==> src/hcbp_pkg.sv <==
`default_nettype none

package hcbp_pkg;

  localparam int WORD_W           = 32;  // width of code_word and of the bit total
  localparam int SYM_W            = 8;
  localparam int TABLE_DEPTH      = 256;
  localparam int BYTE_BITS        = 8;
  localparam int NBITS_W          = 4;
  localparam int LEN_IN_W         = 6;
  localparam int PEND_W           = 7;   // at most 7 bits wait for a byte to complete
  localparam int PCNT_W           = 3;
  localparam int MAX_CODE_LEN_DEF = 32;

  localparam logic [1:0] MODE_LOAD   = 2'd0;
  localparam logic [1:0] MODE_ENCODE = 2'd1;
  localparam logic [1:0] MODE_FLUSH  = 2'd2;

  typedef struct packed {
    logic [1:0]          mode;
    logic [SYM_W-1:0]    symbol;
    logic [WORD_W-1:0]   code_word;
    logic [LEN_IN_W-1:0] code_length;
  } req_t;

  typedef struct packed {
    logic [BYTE_BITS-1:0] packed_byte;
    logic [NBITS_W-1:0]   bits_in_byte;
    logic [WORD_W-1:0]    total_bits;
    logic                 last;
  } rsp_t;

  // Handoff of one group of result bytes from the packer to the output stage.
  typedef struct packed {
    logic load;
    logic flush;
  } grp_ctl_t;

endpackage

`default_nettype wire

==> src/hcbp_out_stage.sv <==
`default_nettype none

module hcbp_out_stage import hcbp_pkg::*; #(
  parameter int MAX_CODE_LEN = MAX_CODE_LEN_DEF,
  localparam int CODE_W    = (MAX_CODE_LEN > WORD_W) ? WORD_W : MAX_CODE_LEN,
  localparam int ACC_W     = CODE_W + PEND_W,
  localparam int MAX_BYTES = ACC_W / BYTE_BITS,
  localparam int NB_W      = $clog2(MAX_BYTES + 1)
) (
  input  logic                                clk,
  input  logic                                rst,
  input  grp_ctl_t                            grp_ctl,
  input  logic [MAX_BYTES-1:0][BYTE_BITS-1:0] grp_bytes,
  input  logic [NB_W-1:0]                     grp_nbytes,
  input  logic [NBITS_W-1:0]                  grp_nbits,
  input  logic [WORD_W-1:0]                   grp_total,
  output logic                                grp_free,
  output logic                                rsp_valid,
  input  logic                                rsp_stall,
  output rsp_t                                rsp
);

  localparam int IDX_W = (MAX_BYTES > 1) ? $clog2(MAX_BYTES) : 1;

  logic                                valid;
  logic [IDX_W-1:0]                    idx;
  logic [IDX_W-1:0]                    last_idx;
  logic                                flush;
  logic [MAX_BYTES-1:0][BYTE_BITS-1:0] bytes;
  logic [NBITS_W-1:0]                  nbits;
  logic [WORD_W-1:0]                   total;
  logic                                at_last;

  always_comb begin
    at_last  = (idx == last_idx);
    grp_free = !valid || (!rsp_stall && at_last);

    rsp_valid        = valid;
    rsp.packed_byte  = bytes[idx];
    rsp.bits_in_byte = flush ? nbits : NBITS_W'(BYTE_BITS);
    rsp.total_bits   = flush ? total : '0;
    rsp.last         = at_last;
  end

  always_ff @(posedge clk) begin
    if (rst) begin
      valid <= 1'b0;
      idx   <= '0;
    end else if (grp_ctl.load) begin
      valid <= 1'b1;
      idx   <= '0;
    end else if (valid && !rsp_stall) begin
      if (at_last) begin
        valid <= 1'b0;
      end else begin
        idx <= idx + 1'b1;
      end
    end
  end

  always_ff @(posedge clk) begin
    if (grp_ctl.load) begin
      bytes    <= grp_bytes;
      last_idx <= IDX_W'(grp_nbytes - 1'b1);
      flush    <= grp_ctl.flush;
      nbits    <= grp_nbits;
      total    <= grp_total;
    end
  end

endmodule

`default_nettype wire

==> config.mk <==
export PLATFORM = sky130hd
export DESIGN_NAME = hcbp_out_stage
export DESIGN_NICKNAME = d
export VERILOG_FILES = /design/src/hcbp_pkg.sv /design/src/hcbp_out_stage.sv
export SDC_FILE = /design/constraint.sdc
export NUM_CORES = 1
export LEC_CHECK = 0
export BUFFER_PORTS_ARGS = -buffer_cell sky130_fd_sc_hd__buf_4
export CAP_MARGIN = 20
export CORE_MARGIN = 2
export CORE_UTILIZATION = 30
export CTS_BUF_LIST = sky130_fd_sc_hd__clkbuf_2
export CTS_CLUSTER_DIAMETER = 80
export CTS_CLUSTER_SIZE = 10
export DETAILED_ROUTE_END_ITERATION = 10
export RECOVER_POWER = 50
export SLEW_MARGIN = 15
export SYNTH_ARGS = -nofsm -noshare
export SYNTH_HDL_FRONTEND = slang
export SYNTH_SLANG_ARGS = --single-unit
==> constraint.sdc <==
create_clock -name clk -period 1.8 [get_ports clk]
set_input_delay 0.36 -clock clk [delete_from_list [all_inputs] [get_ports clk]]
set_output_delay 0.36 -clock clk [all_outputs]
set_load 0.005 [all_outputs]
==> summary.md <==
| Metric | Value |
|---|---|
| Post-Synthesis Cell Area | `2770 um^2` |
| Synth Register Bits | `74` |
| Count of port buffers added during placement | `121` |
| Final-layout worst hold slack | `0.110 ns` |
| Overall via count from detail_route | `1980` |
| Yosys warning total | `0` |
| Final Hold Viols | `0` |
| Worst-skew pair later-pin latency | `0.49 ns` |
| DIE AREA | `10000 um^2` |
| Total Power Consumption | `3800 uW` |
| Synth cell types | `18` |
| Number of core rows | `35` |
| Starting utilization of the core area | `30.4%` |
| Minimum period implied by the final worst setup slack | `2.02 ns` |
| Total cell area at the placement stage | `3880 um^2` |
| Wirelength per Cell | `13.4 um` |
| Number of levels in the clock H-tree | `3` |
| Pin count of the biggest net entering global routing | `37` |
| Area added between synthesis and finish | `72.8%` |
| Core Region | `9110 um^2` |
| Clock share of power | `30.7%` |
| Clock transition at path regs | `0.18 ns` |
| Post-route antenna net violation count | `0` |
| Grt ovf | `0` |
| Portion of total power attributed to sequential cells | `54.3%` |
| Slowest CP cell | `mux4_2` |
| Largest cells by area after synthesis | `edfxtp_1 77%, and2_1 7.9%, mux4_2 6.5%` |
| Num Clock Sinks | `74` |
| Number of stages on the worst hold path | `2` |
| Final WL | `6260 um` |
| Vias in the first global route | `2094` |
| Combinational cell fraction of total power | `15.0%` |
| Routability cong. | `0.713` |
| Post-Syn Instances | `145` |
| Number of DRC markers in iteration 0 | `31` |
| Power density over the cells | `796 nW/um^2` |
| Ordered cell list for the critical path | `buf_12 -> mux4_2 -> buf_6` |
| Width of the chip | `100 um` |
| Syn_nets | `221` |
| Maximum count of clock buffers along a single path | `2` |
| Worst min-delay path endpoint | `last_idx[0]$_DFFE_PP_` |
| Run status | `finished, violations left` |
| Number of top-level design ports | `123` |
| WP data required | `1.44 ns` |
| Root buf cell | `clkbuf_2` |
| Remaining design rule violation count | `0` |
| Headroom to the max-slew limit | `8.65%` |
| Internal power | `3020 uW` |
| Leading cell type in the layout, fill and taps excluded | `buf_4` |
| Slowest cell delay on critical path | `0.52 ns` |
| Number of pins with negative max-slew slack in the final report | `0` |
| Lkg Pwr | `0.00195 uW` |
| Kind of capture point of the worst setup path | `output port` |
| Portion of synthesized cell area occupied by the leading cell type | `77.1%` |
| Detailed placement HPWL | `3840 um` |
| Actual slew at the worst max-slew pin | `1.37 ns` |
| Antenna fix cells | `0` |
| Setup repair after global routing missed its margin | `true` |
| Post-detailed-route via-to-cell ratio | `4.23` |
| Violated checks | `negative setup slack` |
| Fmax | `494 MHz` |
| Setup Crit Path Kind | `flop to output port` |
| Number of antenna violations at the first check in global routing | `0` |
| Final period utilization | `112%` |
| Global-route wire length before repair | `9630 um` |
| Total of endpoints with negative setup slack in the final report | `9` |
| Clock tree from TritonCTS | `built` |
| Vert. Die Dim | `100 um` |
| Switching part of the total power | `20.7%` |
| Final non-filler cell area | `4780 um^2` |
| HP Class | `primary input to flop` |
| Post-Synthesis Mean Instance Area | `19.1 um^2` |
| Crit Reg-Reg Startpoint | `last_idx[1]$_DFFE_PP_` |
| Number of buffers created by CTS | `9` |
| Worst Reg-to-Reg Cells | `4` |
| All-Layer GR Usage | `12.8%` |
| Net switching power | `786 uW` |
| Category of the worst setup path launch point | `flop` |
| Worst Min Path Start | `grp_nbytes[0]` |
| 1st-pass router iterations | `4` |
| Worst reg2reg path endpoint | `idx[1]$_SDFFE_PP0P_` |
| Setup slack after layout | `-0.225 ns` |
| Most used cells in the layout excluding fill and tap cells | `92 x buf_4, 71 x edfxtp_1, 70 x dlygate4sd3_1` |
| # Max-Cap Violations | `0` |
| Number of nets in the final layout | `429` |
| Maximum vdd drop | `0.000358 V` |
| Portion of the post-synthesis area used by sequential elements | `79.3%` |
| Reg2reg setup slack | `0.57 ns` |
| Data arrival time at the worst-slack endpoint | `1.66 ns` |
| Library cell with the largest summed area after synthesis | `edfxtp_1` |
| Peak fanout along the critical path | `7` |
| Clock Skews | `0.0161 ns` |
| Layout cells sized above 1 | `44.8%` |
-- synth_stat cells (all sizes together) --
cell	instances
dfxtp	3
mux4	8
xnor2	3
buf	3
nand2b	2
mux2i	2
nor2	3
nand2	4
inv	3
a211oi	2
or3	1
a21oi	1
clkbuf	3
edfxtp	71
o21ai	1
and2	35
-- critical path, delay by kind of cell, from the launching register on --
family	cells	cell delay [ns]
flops	1	0.39
buf+inv	2	0.28
mux	1	0.52
-- flip-flops by register name, summed over array words and instances, names as in the netlist --
name / flops
bytes: 32
flush: 1
idx: 2
last_idx: 2
nbits: 4
rsp_valid: 1
total: 32
-- timing repair --
action                     4_1_cts  5_1_grt
setup endpoints to repair       45       46
setup buffers                    3        0
hold buffers                    68        2
hold endpoints to repair        68        2
pin swaps                        2        0
gates resized for setup         12        3
-- how the worst max path moves through the flow --
stage                                   start      end  slack [ns]  depth (start not counted)
after floorplan           idx[0]$_SDFFE_PP0P_  rsp[37]        0.43                          2
after global placement    idx[0]$_SDFFE_PP0P_  rsp[42]        0.24                          3
after detailed placement  idx[0]$_SDFFE_PP0P_  rsp[42]        0.24                          3
after CTS                 idx[0]$_SDFFE_PP0P_  rsp[42]       -0.31                          3
after global routing      idx[0]$_SDFFE_PP0P_  rsp[38]       -0.37                          3
final                     idx[0]$_SDFFE_PP0P_  rsp[42]       -0.22                          3
-- cells by family after synthesis --
| group | count (synthesis) | synth area share [%] |
|---|---|---|
| flops | 74 | 79.3 |
| simple gates | 45 | 9.55 |
| mux | 10 | 7.24 |
| buf+inv | 9 | 1.90 |
| compound gates | 4 | 1.09 |
| xor+xnor | 3 | 0.950 |
-- cell type report --
cell class | instances | area (um^2)
clock buffers | 10 | 50.0
clock inverters | 5 | 104
inverters | 3 | 11.3
flip-flops and latches | 74 | 2190
multi-input cells | 62 | 538
repair buffers | 203 | 1740
well taps | 111 | 139
fillers | 744 | 4330
-- power groups by stage --
stage / clock network [uW] / logic, uW / registers (uW)
finish: 1170 / 571 / 2070
global route: 1280 / 618 / 2080
CTS: 1200 / 577 / 2070
detailed placement: 0 / 431 / 2100
global placement: 0 / 427 / 2100
floorplan: 0 / 119 / 2090
-- per-stage QoR --
stage	TNS [ns]	setup WS [ns]	util [%]	std cells
after floorplan	0	0.431	-	145
after global placement	0	0.240	42.6	380
after detailed placement	0	0.238	42.6	380
after CTS	-3.02	-0.313	52.5	466
after global routing	-9.03	-0.368	52.5	468
final	-1.70	-0.225	52.5	468
-- routing by layer --
| metal | routed length [um] | part of all wire (%) | GRT usage, % | vias to the layer above |
|---|---|---|---|---|
| met3 | 514 | 8.2 | 4.46 | 7 |
| met4 | 78 | 1.2 | 5.69 | 0 |
| li1 | - | - | - | 953 |
| met5 | 0 | 0 | 0 | - |
| met1 | 2480 | 40 | 13.8 | 927 |
| met2 | 3190 | 51 | 22.8 | 93 |
(Power assumes the default switching activity.)
